--- src/zph_pkg.sv ---
// zph_pkg: shared types and constants for the zobrist position hash block
// no dependencies; imported by every module of the block
`timescale 1ns / 1ps
`default_nettype none

package zph_pkg;

   // board and table geometry
   localparam int Squares     = 64;
   localparam int PieceKinds  = 12;
   localparam int KindHalf    = 6;
   localparam int CastleBits  = 4;
   localparam int PieceWords  = Squares * PieceKinds;
   localparam int AllWords    = PieceWords + Squares;
   localparam int AddrWidth   = 10;
   localparam int SquareWidth = 6;
   localparam int KeyWidth    = 64;
   localparam int MoveWidth   = 16;

   // default depth of the queue between front and back
   localparam int QueueDepthDefault = 4;

   // configuration port
   localparam int CsrIndexWidth = 3;
   localparam logic [CsrIndexWidth-1:0] CSR_SIDE_KEY       = 3'd0;
   localparam logic [CsrIndexWidth-1:0] CSR_FULLMOVE_COEFF = 3'd1;
   localparam logic [CsrIndexWidth-1:0] CSR_HALFMOVE_COEFF = 3'd2;
   localparam logic [CsrIndexWidth-1:0] CSR_CASTLE_KEY_A   = 3'd3;
   localparam logic [CsrIndexWidth-1:0] CSR_CASTLE_KEY_B   = 3'd4;
   localparam logic [CsrIndexWidth-1:0] CSR_CASTLE_KEY_C   = 3'd5;
   localparam logic [CsrIndexWidth-1:0] CSR_CASTLE_KEY_D   = 3'd6;

   // input mode codes
   localparam logic [1:0] MODE_LOAD   = 2'd0;
   localparam logic [1:0] MODE_ABSORB = 2'd1;
   localparam logic [1:0] MODE_FINISH = 2'd2;

   // operations that travel through the queue
   typedef enum logic [1:0] {
      OP_LOAD_PIECE = 2'd0,
      OP_LOAD_EP    = 2'd1,
      OP_ABSORB     = 2'd2,
      OP_FINISH     = 2'd3
   } cmd_op_type;

   // one queued command; addr holds the table index, or the en-passant square
   typedef struct packed {
      cmd_op_type                 op;
      logic [AddrWidth-1:0]       addr;
      logic [KeyWidth-1:0]        word;
      logic                       white_to_move;
      logic                       ep_valid;
      logic [CastleBits-1:0]      castling;
      logic [MoveWidth-1:0]       fullmove;
      logic [MoveWidth-1:0]       halfmove;
   } cmd_type;

endpackage

`default_nettype wire

--- src/zph_front.sv ---
// zph_front: decodes each input item into a queue command, drops no-op items
// depends on zph_pkg
`timescale 1ns / 1ps
`default_nettype none

module zph_front
   import zph_pkg::*;
(
   input  wire logic                   req_valid,
   input  wire logic [1:0]             req_mode,
   input  wire logic [AddrWidth-1:0]   req_table_address,
   input  wire logic [KeyWidth-1:0]    req_table_word,
   input  wire logic [SquareWidth-1:0] req_square,
   input  wire logic [2:0]             req_piece_type,
   input  wire logic                   req_piece_black,
   input  wire logic                   req_white_to_move,
   input  wire logic                   req_ep_valid,
   input  wire logic [SquareWidth-1:0] req_ep_square,
   input  wire logic [CastleBits-1:0]  req_castling,
   input  wire logic [MoveWidth-1:0]   req_fullmove,
   input  wire logic [MoveWidth-1:0]   req_halfmove,
   input  wire logic                   queue_full,
   output logic                        push,
   output cmd_type                     push_cmd
);

   logic                 keep;
   logic [AddrWidth-1:0] kind_idx;
   logic [AddrWidth-1:0] sq_base;

   // piece index: kind-1, plus six for black
   assign kind_idx = AddrWidth'(req_piece_type) - AddrWidth'(1)
                   + (req_piece_black ? AddrWidth'(KindHalf) : AddrWidth'(0));
   // square times twelve as two shifted copies
   assign sq_base  = {1'b0, req_square, 3'b000} + {2'b00, req_square, 2'b00};

   // classify the item
   always_comb begin
      keep              = 1'b0;
      push_cmd.op       = OP_FINISH;
      push_cmd.addr     = req_table_address;
      push_cmd.word     = req_table_word;
      push_cmd.white_to_move = req_white_to_move;
      push_cmd.ep_valid = req_ep_valid;
      push_cmd.castling = req_castling;
      push_cmd.fullmove = req_fullmove;
      push_cmd.halfmove = req_halfmove;
      case (req_mode)
         MODE_LOAD: begin
            if (req_table_address < AddrWidth'(PieceWords)) begin
               keep        = 1'b1;
               push_cmd.op = OP_LOAD_PIECE;
            end else if (req_table_address < AddrWidth'(AllWords)) begin
               keep          = 1'b1;
               push_cmd.op   = OP_LOAD_EP;
               push_cmd.addr = req_table_address - AddrWidth'(PieceWords);
            end
         end
         MODE_ABSORB: begin
            if (req_piece_type != 3'd0 && req_piece_type <= 3'(KindHalf)) begin
               keep          = 1'b1;
               push_cmd.op   = OP_ABSORB;
               push_cmd.addr = sq_base + kind_idx;
            end
         end
         MODE_FINISH: begin
            keep          = 1'b1;
            push_cmd.op   = OP_FINISH;
            push_cmd.addr = AddrWidth'(req_ep_square);
         end
         default: begin
            keep = 1'b0;
         end
      endcase
   end

   assign push = req_valid && !queue_full && keep;

endmodule

`default_nettype wire

--- config.mk ---
export PLATFORM = sky130hd
export DESIGN_NAME = zph_front
export DESIGN_NICKNAME = d
export VERILOG_FILES = /design/src/zph_pkg.sv /design/src/zph_front.sv
export SDC_FILE = /design/constraint.sdc
export NUM_CORES = 1
export LEC_CHECK = 0
export ABC_AREA = 1
export CAP_MARGIN = 20
export CELL_PAD_IN_SITES_DETAIL_PLACEMENT = 1
export CELL_PAD_IN_SITES_GLOBAL_PLACEMENT = 2
export CORE_AREA = 2 2 96 98
export DETAILED_ROUTE_END_ITERATION = 10
export DIE_AREA = 0 0 98 100
export DONT_BUFFER_PORTS = 1
export GPL_ROUTABILITY_DRIVEN = 0
export PLACE_DENSITY_LB_ADDON = 0.1
export SLEW_MARGIN = 20
export SYNTH_ARGS = -nofsm -noshare
export SYNTH_HDL_FRONTEND = slang
export SYNTH_SLANG_ARGS = --single-unit
--- constraint.sdc ---
create_clock -name vclk -period 4.6
set_clock_uncertainty 0.15 [all_clocks]
set_input_delay 0.69 -clock vclk [all_inputs]
set_output_delay 0.69 -clock vclk [all_outputs]
set_load 0.03 [all_outputs]
==> run summary <==
The share of synthesized cell area in full adder, half adder and majority cells came out at 19.76%. The yosys synthesis warning count was 0. In this run the tool buffered the top-level ports with 0 buffer cells.

The chip width works out to 98 um. A synthesized cell averages 6.841 sq um. Once detailed placement completed, the half-perimeter wirelength came to 3674 um. From synthesis to final layout, the design area changed by -30.34%.

The logs give 6299 um for the wire length of the first global-routing pass and 0 for the final routed DRC violation total. The highest ir drop seen on vdd came out at 30.66 uV. Summing the areas of all and, or, nand and nor instances in the mapped netlist gives 26.28% of the synthesized area. The cell that appears most often on the critical path is sky130_fd_sc_hd__inv_1. The repair_antennas step left the layout with diodes totalling 0. The die height was 100 um. The largest total area in the synthesized netlist belongs to sky130_fd_sc_hd__buf_4.

The number of antenna violations at the first check in global routing was 0; the detailed-route vias per instance was 4.040. The critical path endpoint category is a primary output. Entering global routing, the biggest net connects 11 pins. After floorplanning, the core was divided into 35 placement rows. The end-of-flow core utilization came out at 13.99%.

The flow ran to the end, and the final reports show no timing, DRC or antenna violations. The number of detailed-route iterations in the first pass was 3; the highest achievable clock rate was 0.2290 GHz. For the final number of hold-violating endpoints, the log shows 0. Setup violations remaining at the end of the flow were counted as 0. The critical path required time is 3.76 ns. By area the synthesized netlist is led by sky130_fd_sc_hd__buf_4 (43%), sky130_fd_sc_hd__ha_1 (12%), sky130_fd_sc_hd__nand2_1 (9.5%). The post-synthesis sequential area ratio is 0%, and the power per cell area is 143.4 nW/um^2. The area fraction in compound gates after synthesis came out at 3.013%. The core region is 8890 sq um. After detailed routing, the total wire length is 4055 um. Summed over all cells, the static leakage comes to 0.0006437 uW. Once routing completed, OpenROAD measured the worst setup slack at 0.2332 ns. The number of different library cells used by synthesis comes to 24. Prior to clock tree synthesis, the placed netlist has a worst setup slack of -0.02081 ns. Sum of internal, switching and leakage power: 178.4 uW. The run gives 1091 as the number of fillers in the final layout. For the data arrival time of the critical path, the log shows 3.53 ns. Setup repair after global routing left no endpoint under its margin.

The total number of vias was 1111. The tightest hold path in the finished design has a slack of 1.230 ns. The critical path goes through inv_1, ha_1, inv_1, ha_1, fa_2, xnor2_1, fa_1, ha_2, inv_1, fa_1, inv_1, nand2_1, nand3_2, nand3_1, nand2_2, o21ai_2, buf_12. The cell area after synthesis is 1785 sq um.

In the synthesized netlist, the number of instances is 261. The residual overflow from global routing came out at 0. Measured against the total synthesized area, the mux share comes to 0%. The kind of start point of the critical path was an input port.

For the count of clock buffers in the final design, the log shows 0. For this run, the total global-route usage over all layers was measured as 7.742%. The tightest min-delay check is of the input port to primary output type. The top cell type's share of synthesized area was 42.89%. In the final layout, flip-flops and latches occupy 0 sq um. Of the cells placed in the final design, the portion with a size suffix greater than 1 is 17.68%. Of all nets on the critical path, the largest fanout is 3. The instance area at placement is 1189 sq um.

The dominant combinational cell family by area after synthesis was buffers and inverters. The top-level port count came out at 247. After the last flow step, the layout net total stands at 322.

The number of nets handed over by synthesis was 417. The slowest stage of the critical path belongs to the cell sky130_fd_sc_hd__fa_1. For the remaining antenna violation count after routing, the log shows 0. The number of flip-flops and latches was 0; the final cell area excluding filler cells was 1244 sq um. The via count of the first global-routing pass is 1235.

For the pin with the worst max-slew slack, the measured transition is 0.9439 ns. The effective utilization at floorplan is 20.08%, and the count of max-cap constraint violations is 0. The share of the synthesized netlist area taken by xor and xnor gates works out to 1.472%. The tools report the die outline area as 9800 sq um. The number of DRC markers in iteration 0 came out at 16.

Measured against its own limit, the worst slew margin works out to 36.41%. The classification of the worst setup path is input port to primary output. In the finished design, the share of the clock period the worst path needs comes to 94.93%. The average wire per standard cell was 14.75 um; the minimum clock period was 4.367 ns.

The multi-input combinational cells in the finished layout cover a total of 934.6 sq um. The run gives 0 as the number of max-slew violations in the final report. The largest single stage delay on the critical path is 0.50 ns.
-- logic make-up after synthesis --
group / Yosys count
buf+inv: 133
simple gates: 91
fa+ha+maj: 24
compound gates: 10
xor+xnor: 3
-- cell usage after synthesis, types with 2 or more instances --
cell type and number:
sky130_fd_sc_hd__nor2_1 9, sky130_fd_sc_hd__nand3_1 18, sky130_fd_sc_hd__inv_1 29, sky130_fd_sc_hd__buf_4 102, sky130_fd_sc_hd__nand2_1 45, sky130_fd_sc_hd__nand2_2 3, sky130_fd_sc_hd__o21ai_0 4, sky130_fd_sc_hd__a21oi_1 5
sky130_fd_sc_hd__nand4_1 4, sky130_fd_sc_hd__nand2_4 2, sky130_fd_sc_hd__nand3_2 3, sky130_fd_sc_hd__xor2_1 2, sky130_fd_sc_hd__or2_2 2, sky130_fd_sc_hd__ha_1 17, sky130_fd_sc_hd__fa_1 7
-- critical path, delay by kind of cell --
kind	cells	cell delay (ns)
AO/OA/AOI/OAI	1	0.07
AND/OR/NAND/NOR	4	0.35
XOR/XNOR	1	0.14
buffers and inverters	5	0.38
adder cells (fa/ha/maj)	6	1.88
-- placed cells by master (no fill, tap or decap) --
| cell | count |
|---|---|
| sky130_fd_sc_hd__nand2_1 | 44 |
| sky130_fd_sc_hd__nand2_2 | 3 |
| sky130_fd_sc_hd__a21oi_1 | 5 |
| sky130_fd_sc_hd__xor2_1 | 1 |
| sky130_fd_sc_hd__or2_2 | 2 |
| sky130_fd_sc_hd__nand2_4 | 3 |
| sky130_fd_sc_hd__xnor2_1 | 1 |
| sky130_fd_sc_hd__nand4_1 | 4 |
| sky130_fd_sc_hd__ha_2 | 2 |
| sky130_fd_sc_hd__inv_2 | 1 |
| sky130_fd_sc_hd__nor2_8 | 1 |
| sky130_fd_sc_hd__nand3_1 | 16 |
| sky130_fd_sc_hd__o21ai_2 | 1 |
| sky130_fd_sc_hd__buf_4 | 5 |
| sky130_fd_sc_hd__nor2_1 | 9 |
| sky130_fd_sc_hd__fa_2 | 1 |
| sky130_fd_sc_hd__inv_1 | 29 |
| sky130_fd_sc_hd__nand3_4 | 1 |
| sky130_fd_sc_hd__xor2_2 | 1 |
| sky130_fd_sc_hd__fa_1 | 6 |
| sky130_fd_sc_hd__nand3b_2 | 1 |
| sky130_fd_sc_hd__ha_1 | 15 |
| sky130_fd_sc_hd__nand3b_1 | 1 |
| sky130_fd_sc_hd__nand3_2 | 5 |
| sky130_fd_sc_hd__nor2_4 | 1 |
| sky130_fd_sc_hd__o21ai_0 | 4 |
| sky130_fd_sc_hd__buf_12 | 1 |
-- per-stage QoR --
step | instances | TNS [ns]
detailed placement | 272 | -0.02081
global placement | 272 | 0
floorplan | 261 | 0
global route | 275 | 0
CTS | 272 | 0
finish | 275 | 0
-- cell type report --
| class | count | area share (%) |
|---|---|---|
| multi-input cells | 128 | 75.15 |
| well taps | 111 | 11.17 |
| inverters | 30 | 9.054 |
| repair buffers | 6 | 4.628 |
-- worst paths after layout --
check | depth (start not counted) | end | start | slack, ns
max | 17 | push_cmd[109] | req_piece_type[0] | 0.23
min | 0 | push_cmd[100] | req_table_word[62] | 1.23
-- layer usage --
metal  part of all wire [%]  global-route usage [%]  up-vias  wire [um]
met4                    5.1                   3.953        0        208
met3                    8.4                   1.671       38        339
met2                     47                   13.28       54       1920
met5                      0                       0        -          0
li1                       -                       -      512          -
met1                     39                   9.122      507       1588
-- power breakdown --
group	internal, uW	total (uW)	switching (uW)
clock	0	0	0
sequential	0	0	0
combinational	62.5	178	116
-- timing repair --
item | CTS | global route
endpoints found under the hold margin | 0 | 0
endpoints found under the setup margin | 1 | 5
buffers inserted | 0 | 3
gates resized for setup | 1 | 7
hold buffers | 0 | 0
pin swaps | 0 | 3
Power figures use the tool's default switching activity.
