===== config.mk =====
export PLATFORM = sky130hd
export DESIGN_NAME = zph_queue
export DESIGN_NICKNAME = d
export VERILOG_FILES = /design/src/zph_pkg.sv /design/src/zph_queue.sv
export SDC_FILE = /design/constraint.sdc
export NUM_CORES = 1
export LEC_CHECK = 0
export BUFFER_PORTS_ARGS = -buffer_cell sky130_fd_sc_hd__buf_2
export CORE_UTILIZATION = 54
export CTS_CLUSTER_DIAMETER = 50
export CTS_CLUSTER_SIZE = 14
export DETAILED_ROUTE_END_ITERATION = 10
export PLACE_DENSITY = 0.76
export SLEW_MARGIN = 20
export SYNTH_ARGS = -nofsm -noshare
export SYNTH_HDL_FRONTEND = slang
export SYNTH_SLANG_ARGS = --single-unit

===== constraint.sdc =====
create_clock -name clock -period 4.8 [get_ports clock]
set_clock_uncertainty 0.2 [all_clocks]
set_input_delay 0.48 -clock clock [delete_from_list [all_inputs] [get_ports clock]]
set_output_delay 0.48 -clock clock [all_outputs]
set_load 0.01 [all_outputs]

===== src/zph_pkg.sv =====
// zph_pkg: shared types and constants for the zobrist position hash block
// no dependencies; imported by every module of the block
`timescale 1ns / 1ps
`default_nettype none

package zph_pkg;

   // board and table geometry
   localparam int Squares     = 64;
   localparam int PieceKinds  = 12;
   localparam int KindHalf    = 6;
   localparam int CastleBits  = 4;
   localparam int PieceWords  = Squares * PieceKinds;
   localparam int AllWords    = PieceWords + Squares;
   localparam int AddrWidth   = 10;
   localparam int SquareWidth = 6;
   localparam int KeyWidth    = 64;
   localparam int MoveWidth   = 16;

   // default depth of the queue between front and back
   localparam int QueueDepthDefault = 4;

   // configuration port
   localparam int CsrIndexWidth = 3;
   localparam logic [CsrIndexWidth-1:0] CSR_SIDE_KEY       = 3'd0;
   localparam logic [CsrIndexWidth-1:0] CSR_FULLMOVE_COEFF = 3'd1;
   localparam logic [CsrIndexWidth-1:0] CSR_HALFMOVE_COEFF = 3'd2;
   localparam logic [CsrIndexWidth-1:0] CSR_CASTLE_KEY_A   = 3'd3;
   localparam logic [CsrIndexWidth-1:0] CSR_CASTLE_KEY_B   = 3'd4;
   localparam logic [CsrIndexWidth-1:0] CSR_CASTLE_KEY_C   = 3'd5;
   localparam logic [CsrIndexWidth-1:0] CSR_CASTLE_KEY_D   = 3'd6;

   // input mode codes
   localparam logic [1:0] MODE_LOAD   = 2'd0;
   localparam logic [1:0] MODE_ABSORB = 2'd1;
   localparam logic [1:0] MODE_FINISH = 2'd2;

   // operations that travel through the queue
   typedef enum logic [1:0] {
      OP_LOAD_PIECE = 2'd0,
      OP_LOAD_EP    = 2'd1,
      OP_ABSORB     = 2'd2,
      OP_FINISH     = 2'd3
   } cmd_op_type;

   // one queued command; addr holds the table index, or the en-passant square
   typedef struct packed {
      cmd_op_type                 op;
      logic [AddrWidth-1:0]       addr;
      logic [KeyWidth-1:0]        word;
      logic                       white_to_move;
      logic                       ep_valid;
      logic [CastleBits-1:0]      castling;
      logic [MoveWidth-1:0]       fullmove;
      logic [MoveWidth-1:0]       halfmove;
   } cmd_type;

endpackage

`default_nettype wire


===== src/zph_queue.sv =====
// zph_queue: small command fifo between the decode front and the hash back
// depends on zph_pkg
`timescale 1ns / 1ps
`default_nettype none

module zph_queue
   import zph_pkg::*;
#(
   parameter int Depth = QueueDepthDefault
) (
   input  wire logic    clock,
   input  wire logic    reset,
   input  wire logic    push,
   input  wire cmd_type push_cmd,
   input  wire logic    pop,
   output logic         full,
   output logic         empty,
   output cmd_type      head
);

   localparam int PtrWidth = (Depth > 1) ? $clog2(Depth) : 1;
   localparam int CntWidth = $clog2(Depth + 1);

   cmd_type               slot_ff [Depth];
   logic [PtrWidth-1:0]   wr_ptr_ff, wr_ptr_in;
   logic [PtrWidth-1:0]   rd_ptr_ff, rd_ptr_in;
   logic [CntWidth-1:0]   count_ff, count_in;

   assign full  = (count_ff == CntWidth'(Depth));
   assign empty = (count_ff == '0);
   assign head  = slot_ff[rd_ptr_ff];

   // pointer and count update
   always_comb begin
      wr_ptr_in = wr_ptr_ff;
      rd_ptr_in = rd_ptr_ff;
      count_in  = count_ff;
      if (push) begin
         wr_ptr_in = (wr_ptr_ff == PtrWidth'(Depth - 1)) ? '0 : wr_ptr_ff + 1'b1;
      end
      if (pop) begin
         rd_ptr_in = (rd_ptr_ff == PtrWidth'(Depth - 1)) ? '0 : rd_ptr_ff + 1'b1;
      end
      if (push && !pop) begin
         count_in = count_ff + 1'b1;
      end else if (pop && !push) begin
         count_in = count_ff - 1'b1;
      end
   end

   always_ff @(posedge clock) begin
      if (reset) begin
         wr_ptr_ff <= '0;
         rd_ptr_ff <= '0;
         count_ff  <= '0;
      end else begin
         wr_ptr_ff <= wr_ptr_in;
         rd_ptr_ff <= rd_ptr_in;
         count_ff  <= count_in;
      end
   end

   // storage
   always_ff @(posedge clock) begin
      if (push) begin
         slot_ff[wr_ptr_ff] <= push_cmd;
      end
   end

endmodule

`default_nettype wire


==> summary.txt, run 1 <==
Synthesis
  • Mapped Cells: 640
  • Ys async rst share: 0
  • Commonest cells post-synth: 456 x edfxtp_1, 114 x mux4_2, 13 x buf_2
  • Synth cell types: 19
  • Seq/Total Area, Yosys: 0.821
  • Post-synth EDFFs: 456
  • Largest cells by area after synthesis: edfxtp_1 81%, mux4_2 15%, dfxtp_1 1.1%, buf_8 0.62%, ha_1 0.44%
  • Number of synthesized register bits: 465
  • Cell with the most instances after synthesis: edfxtp_1
  • Synth Flop Type: edfxtp_1
  • Dominant cell type by area after synthesis: edfxtp_1
  • Mapped Avg Cell Area: 26.4 um2
  • Area of the mapped netlist: 16900 um2
  • Area share of the largest cell type after synthesis: 0.810
  • Yosys warnings: 0
  • Syn Nets: 765

Global route
  • Vias in the first global route: 8381
  • Initial antenna violation count: 2
  • Maximum number of pins on one net before global-route repair: 68
  • First-pass GRT wire length: 46600 um
  • Total GRT Usage: 0.196
  • GRT overflow: 0

Setup path
  • Critical Path AT: 2510 ps
  • Critical Path, Cell by Cell: buf_12 -> mux4_2 -> buf_2
  • Setup crit start kind: flop
  • Max stage delay on crit path: 760 ps
  • CP bufs+invs: 2
  • Reg2Reg Setup Slack: 2420 ps
  • R2R cell count: 3
  • Reg2Reg Launch Point: wr_ptr_ff[0]
  • Capturing point of the worst reg2reg path: slot_ff[1][91]
  • Crit path max-delay family: flip-flops
  • Setup CP Type: reg2out
  • WP depth: 3
  • CP endpoint: head[87]
  • Critical path peak fanout: 51
  • Critical path's slowest cell: dfxtp_4
  • Worst Setup End Kind: output pin
  • Worst EP required: 4120 ps

Layout
  • Register area: 13900 um2
  • Multi-input logic area: 2820 um2
  • Share of layout cells above drive strength 1: 0.397
  • P&R area growth vs syn: 23.3%
  • Post-layout util: 0.679
  • Fin nets: 1136
  • Fill cells: 1840

Run
  • Max_cap viols: 0

STA
  • Max frequency: 313 MHz
  • Final hold vios: 0
  • Setup TNS: 0 ps
  • RSZ-0062 raised after global routing: no
  • Final setup vio count: 0
  • Final-report max-slew violation count: 0
  • Worst Max-Slew Pin Slew: 995 ps
  • Final Critical Period: 3190 ps
  • Tcrit/Tclk final: 0.665
  • Worst slew margin: 0.336

Place
  • Port bufs: 233
  • Post-DP HPWL: 17600 um
  • Final GP Congestion: 0.693

Clock tree
  • CTS clock-pin slew for the worst setup and hold paths: 60 ps
  • CTS Buffer Depth: 3
  • Post-CTS Setup Repair Bufs: 0
  • # clock sinks: 465
  • H-tree depth: 2
  • CTS Buf Count: 41
  • Root Buffer: clkbuf_16
  • CTS tree: built
  • Skew-Pair Late Insertion Delay: 510 ps

Worst hold path
  • Hold crit path type: in2reg

Power
  • Comb pwr share: 0.094
  • Internal power: 6.67 mW
  • Reg power frac: 0.560
  • Sw power: 1.77 mW
  • P_leak: 7.05 nW
  • Clock share of power: 0.347
  • VDD IR max: 0.287 mV
  • Switching share of power: 0.210
  • PwrDens: 405 nW/um2

Die
  • Chip Height: 179 um
  • Initial core utilization: 0.551
  • Die Area: 32000 um2
  • Die X: 179 um
  • I/O Pins: 234
  • Placeable Area: 30700 um2
  • # rows: 64

Detailed routing
  • Starting DRC count in detailed routing: 483
  • Avg WL per Cell: 21.7 um
  • Vias post-DR: 7871
  • Post-Route WL: 30900 um
  • Vias/cell: 5.52
  • Antenna Violating Nets Remaining: 0
  • DRC: 0
  • 1st-pass router iterations: 5

Outcome
  • Status: complete, no violations
## worst register-to-register path, cell delays in order, from the launching register on
cell	delay [ps]
dfxtp_1	430
ha_1	210
and2_4	670
buf_12	400
## worst min path at each step
stage,end,slack [ps],startpoint,cells after the start
global placement,count_ff[2],280,count_ff[2],2
CTS,count_ff[2],3,reset,2
finish,count_ff[0],30,reset,2
floorplan,count_ff[2],260,count_ff[2],2
global route,count_ff[2],4,reset,2
detailed placement,count_ff[2],320,count_ff[2],2
## sequential cells by signal, indices dropped and copies added (netlist names), named ones only
signal / count
count_ff: 3
rd_ptr_ff: 2
slot_ff: 456
wr_ptr_ff: 2
## stage by stage
stage / instances / hold WS [ps] / power (mW) / cell area (um2) / setup WS, ps
2_1_floorplan: 640 / 260 / 5.22 / 16900 / 946
3_3_place_gp: 1250 / 278 / 5.51 / 18500 / 2070
3_5_place_dp: 1250 / 322 / 5.53 / 18500 / 2070
4_1_cts: 1426 / 2.53 / 8.52 / 20800 / 1520
5_1_grt: 1426 / 4.41 / 8.73 / 20800 / 1420
6_report: 1427 / 26.4 / 8.44 / 20800 / 1610
## final cells by class
cell class                 count  area share
clock inverter                 9     0.00264
inverter                       4    0.000721
tap                          396      0.0238
timing repair buffer         354       0.117
multi-input combinational    145       0.135
clock buffer                  53      0.0535
sequential                   465       0.666
antenna                        1    0.000120
## cell families (layout without fill, tap and decap cells)
logic type,count (synthesis),after routing,synth area share
AO/OA/AOI/OAI,3,3,0.000888
other,0,1,0
XOR/XNOR,2,2,0.00104
buffers and inverters,30,420,0.0127
multiplexers,118,118,0.154
AND/OR/NAND/NOR,15,15,0.00459
adder cells (fa/ha/maj),7,7,0.00563
flip-flops,465,465,0.821
## what timing repair did
item,in CTS,in global routing
endpoints found under the hold margin,456,0
hold buffers,114,0
setup endpoints to repair,0,0
resized for setup,0,0
## per-layer routing
metal,vias up,GRT usage,part of all wire
met5,-,0,0.00042
met4,2,0.0498,0.018
met3,39,0.0509,0.077
met2,285,0.321,0.50
met1,4053,0.262,0.41
li1,3492,-,-
## power groups by stage
stage | logic (mW) | clock network (mW) | registers [mW]
6_report | 0.789 | 2.93 | 4.72
5_1_grt | 0.856 | 3.13 | 4.74
4_1_cts | 0.798 | 2.99 | 4.73
3_5_place_dp | 0.719 | 0 | 4.81
3_3_place_gp | 0.707 | 0 | 4.80
2_1_floorplan | 0.438 | 0 | 4.79
## placed cells by master (no fill, tap or decap), types with 2 or more instances in the layout
cell type        n
nor3b_1          2
inv_1            4
xor2_1           2
buf_12           7
edfxtp_1       456
buf_2          233
dlygate4sd3_1  114
clkinv_1         3
dfxtp_4          2
mux4_2         114
and2_4           4
clkinv_2         2
dfxtp_1          7
mux2i_1          4
clkinv_4         2
clkbuf_1        10
ha_1             6
clkbuf_16       43
a21oi_1          2
nor2_1           7
No activity file was read; power rests on OpenSTA's default activity.
==> run 2, diff against run 1 <==
clock period = 3 ns   (was 4.8 ns; I/O delays follow)
==> run 2 against run 1 <==
Hold slack better by 280 ps; core utilization rose by 1.1 points; wire length rose by 2.3%; design area increased by 1.7%; combinational power is 67% higher; register-to-register slack worse by 1500 ps; via count is 0.50% higher.
==> summary.txt, run 2 (synthesis results as in run 1) <==
Layout
  • Final cell count without fillers: 1449 (was 1427)
  • Number of flip-flops in the largest register: 456 (unchanged)
  • Post-layout util: 0.691 (was 0.679)
  • Commonest cells after routing, fill and taps aside: 456 x edfxtp_1, 233 x buf_2, 117 x dlygate4sd3_1 (was 456 x edfxtp_1, 233 x buf_2, 114 x mux4_2, 114 x dlygate4sd3_1, 43 x clkbuf_16)
  • Multi-input logic area: 2820 um2 (unchanged)
  • Fill cells: 1897 (was 1840)
  • Fin nets: 1152 (was 1136)
  • Biggest regs: slot_ff (456), count_ff (3) (unchanged)
  • Register area: 13900 um2 (unchanged)
  • Share of layout cells above drive strength 1: 0.413 (was 0.397)
  • Most common cell after layout, fill and taps aside: edfxtp_1 (unchanged)
  • P&R area growth vs syn: 25.3% (was 23.3%)
  • Biggest register: slot_ff (unchanged)
  • Final instance area: 21200 um2 (was 20800 um2)

Detailed routing
  • Post-Route WL: 31600 um (was 30900 um)
  • Vias/cell: 5.46 (was 5.52)
  • Starting DRC count in detailed routing: 522 (was 483)
  • Vias post-DR: 7910 (was 7871)
  • Avg WL per Cell: 21.8 um (was 21.7 um)
  • DRC: 0 (unchanged)
  • Antenna Violating Nets Remaining: 0 (unchanged)
  • 1st-pass router iterations: 5 (unchanged)

Place
  • Cells after DPL: 1260 (was 1250)
  • Post-DP HPWL: 18400 um (was 17600 um)
  • DP Area: 18700 um2 (was 18500 um2)
  • Port bufs: 233 (unchanged)
  • Setup WS pre-CTS: 806 ps (was 2070 ps)
  • Final GP Congestion: 0.706 (was 0.693)

Die
  • Initial core utilization: 0.551 (unchanged)
  • Chip Height: 179 um (unchanged)
  • # rows: 64 (unchanged)
  • Placeable Area: 30700 um2 (unchanged)
  • Die X: 179 um (unchanged)
  • I/O Pins: 234 (unchanged)
  • Die Area: 32000 um2 (unchanged)

Clock tree
  • CTS Buffer Depth: 3 (unchanged)
  • Post-CTS sizing: 0 (unchanged)
  • # clock sinks: 465 (unchanged)
  • Root Buffer: clkbuf_16 (unchanged)
  • CTS clock-pin slew for the worst setup and hold paths: 60 ps (about the same)
  • H-tree depth: 2 (unchanged)
  • CTS tree: built (unchanged)
  • Skew-Pair Late Insertion Delay: 540 ps (was 510 ps)
  • CTS Buf Count: 44 (was 41)

Setup path
  • Reg2Reg Launch Point: wr_ptr_ff[0] (unchanged)
  • Critical Path AT: 2210 ps (was 2510 ps)
  • Setup crit start kind: flop (unchanged)
  • R2R cell count: 4 (was 3)
  • Worst Setup End Kind: output pin (unchanged)
  • Capturing point of the worst reg2reg path: slot_ff[2][45] (was slot_ff[1][91])
  • Reg2Reg Setup Slack: 950 ps (was 2420 ps)
  • Setup CP Type: reg2out (unchanged)
  • Critical path peak fanout: 30 (was 51)
  • Worst EP required: 2500 ps (was 4120 ps)

Run
  • Max_cap viols: 0 (unchanged)

Global route
  • Vias in the first global route: 8531 (was 8381)
  • Maximum number of pins on one net before global-route repair: 60 (was 68)
  • First-pass GRT wire length: 47600 um (was 46600 um)
  • Total GRT Usage: 0.201 (was 0.196)
  • Initial antenna violation count: 2 (unchanged)
  • GRT overflow: 0 (unchanged)

Power
  • Tot Pwr: 14.1 mW (was 8.44 mW)
  • PwrDens: 665 nW/um2 (was 405 nW/um2)
  • P_leak: 7.22 nW (was 7.05 nW)
  • VDD IR max: 0.547 mV (was 0.287 mV)

STA
  • Hold WS: 310 ps (was 26.4 ps)
  • Tcrit/Tclk final: 0.903
  • Max frequency: 369 MHz
  • Final hold vios: 0 (unchanged)
  • Setup TNS: 0 ps (unchanged)
  • Final worst slack: 290 ps (was 1610 ps)
  • Final setup vio count: 0 (unchanged)
  • RSZ-0062 raised after global routing: no (unchanged)
  • Worst Max-Slew Pin Slew: 621 ps (was 995 ps)
  • Final Critical Period: 2710 ps
  • Worst slew margin: 0.586 (was 0.336)
  • Final-report max-slew violation count: 0 (unchanged)

Worst hold path
  • Hold crit path type: reg2reg (was in2reg)
  • Min-Delay Endpoint: count_ff[2] (was count_ff[0])
  • WHS Path Cells: 2 (unchanged)
  • Hold Crit Start: count_ff[2] (was reset)

Outcome
  • Status: complete, no violations (unchanged)
run 2: worst max-delay path by stage:
| stage | start | end | depth (start not counted) |
|---|---|---|---|
| 6_report | flop | head[33] | 3 |
| 5_1_grt | flop | head[31] | 3 |
| 4_1_cts | flop | head[31] | 3 |
| 3_5_place_dp | flop | head[31] | 3 |
| 3_3_place_gp | flop | head[24] | 3 |
| 2_1_floorplan | wr_ptr_ff[0] | slot_ff[3][0] | 2 |
run 2: routing by layer:
metal	wire length [um]	track usage	vias to the layer above
met1	12800	0.267	4060
li1	-	-	3530
met3	2500	0.0530	43
met2	15800	0.335	275
met4	550	0.0480	2
met5	13	0	-
run 2: layout make-up:
class                      instances  share of cell area
inverter                           4            0.000709
tap                              396              0.0234
clock inverter                    21             0.00969
clock buffer                      49              0.0539
multi-input combinational        145               0.133
timing repair buffer             367               0.123
antenna                            2            0.000236
sequential                       465               0.655
run 2: critical path, cell delays in order (launching register included):
cell	delay (ps)
dfxtp_4	380
buf_4	520
mux4_2	600
buf_2	160
run 2: what timing repair did:
item | 4_1_cts | 5_1_grt
endpoints found under the hold margin | 465 | 0
setup buffers | 0 | 0
hold buffers | 117 | 0
run 2: report_power, final:
group / switching (mW) / internal (mW) / total [mW]
Sequential: 0.0822 / 7.44 / 7.53
Combinational: 0.671 / 0.647 / 1.32
Clock: 2.24 / 2.99 / 5.23
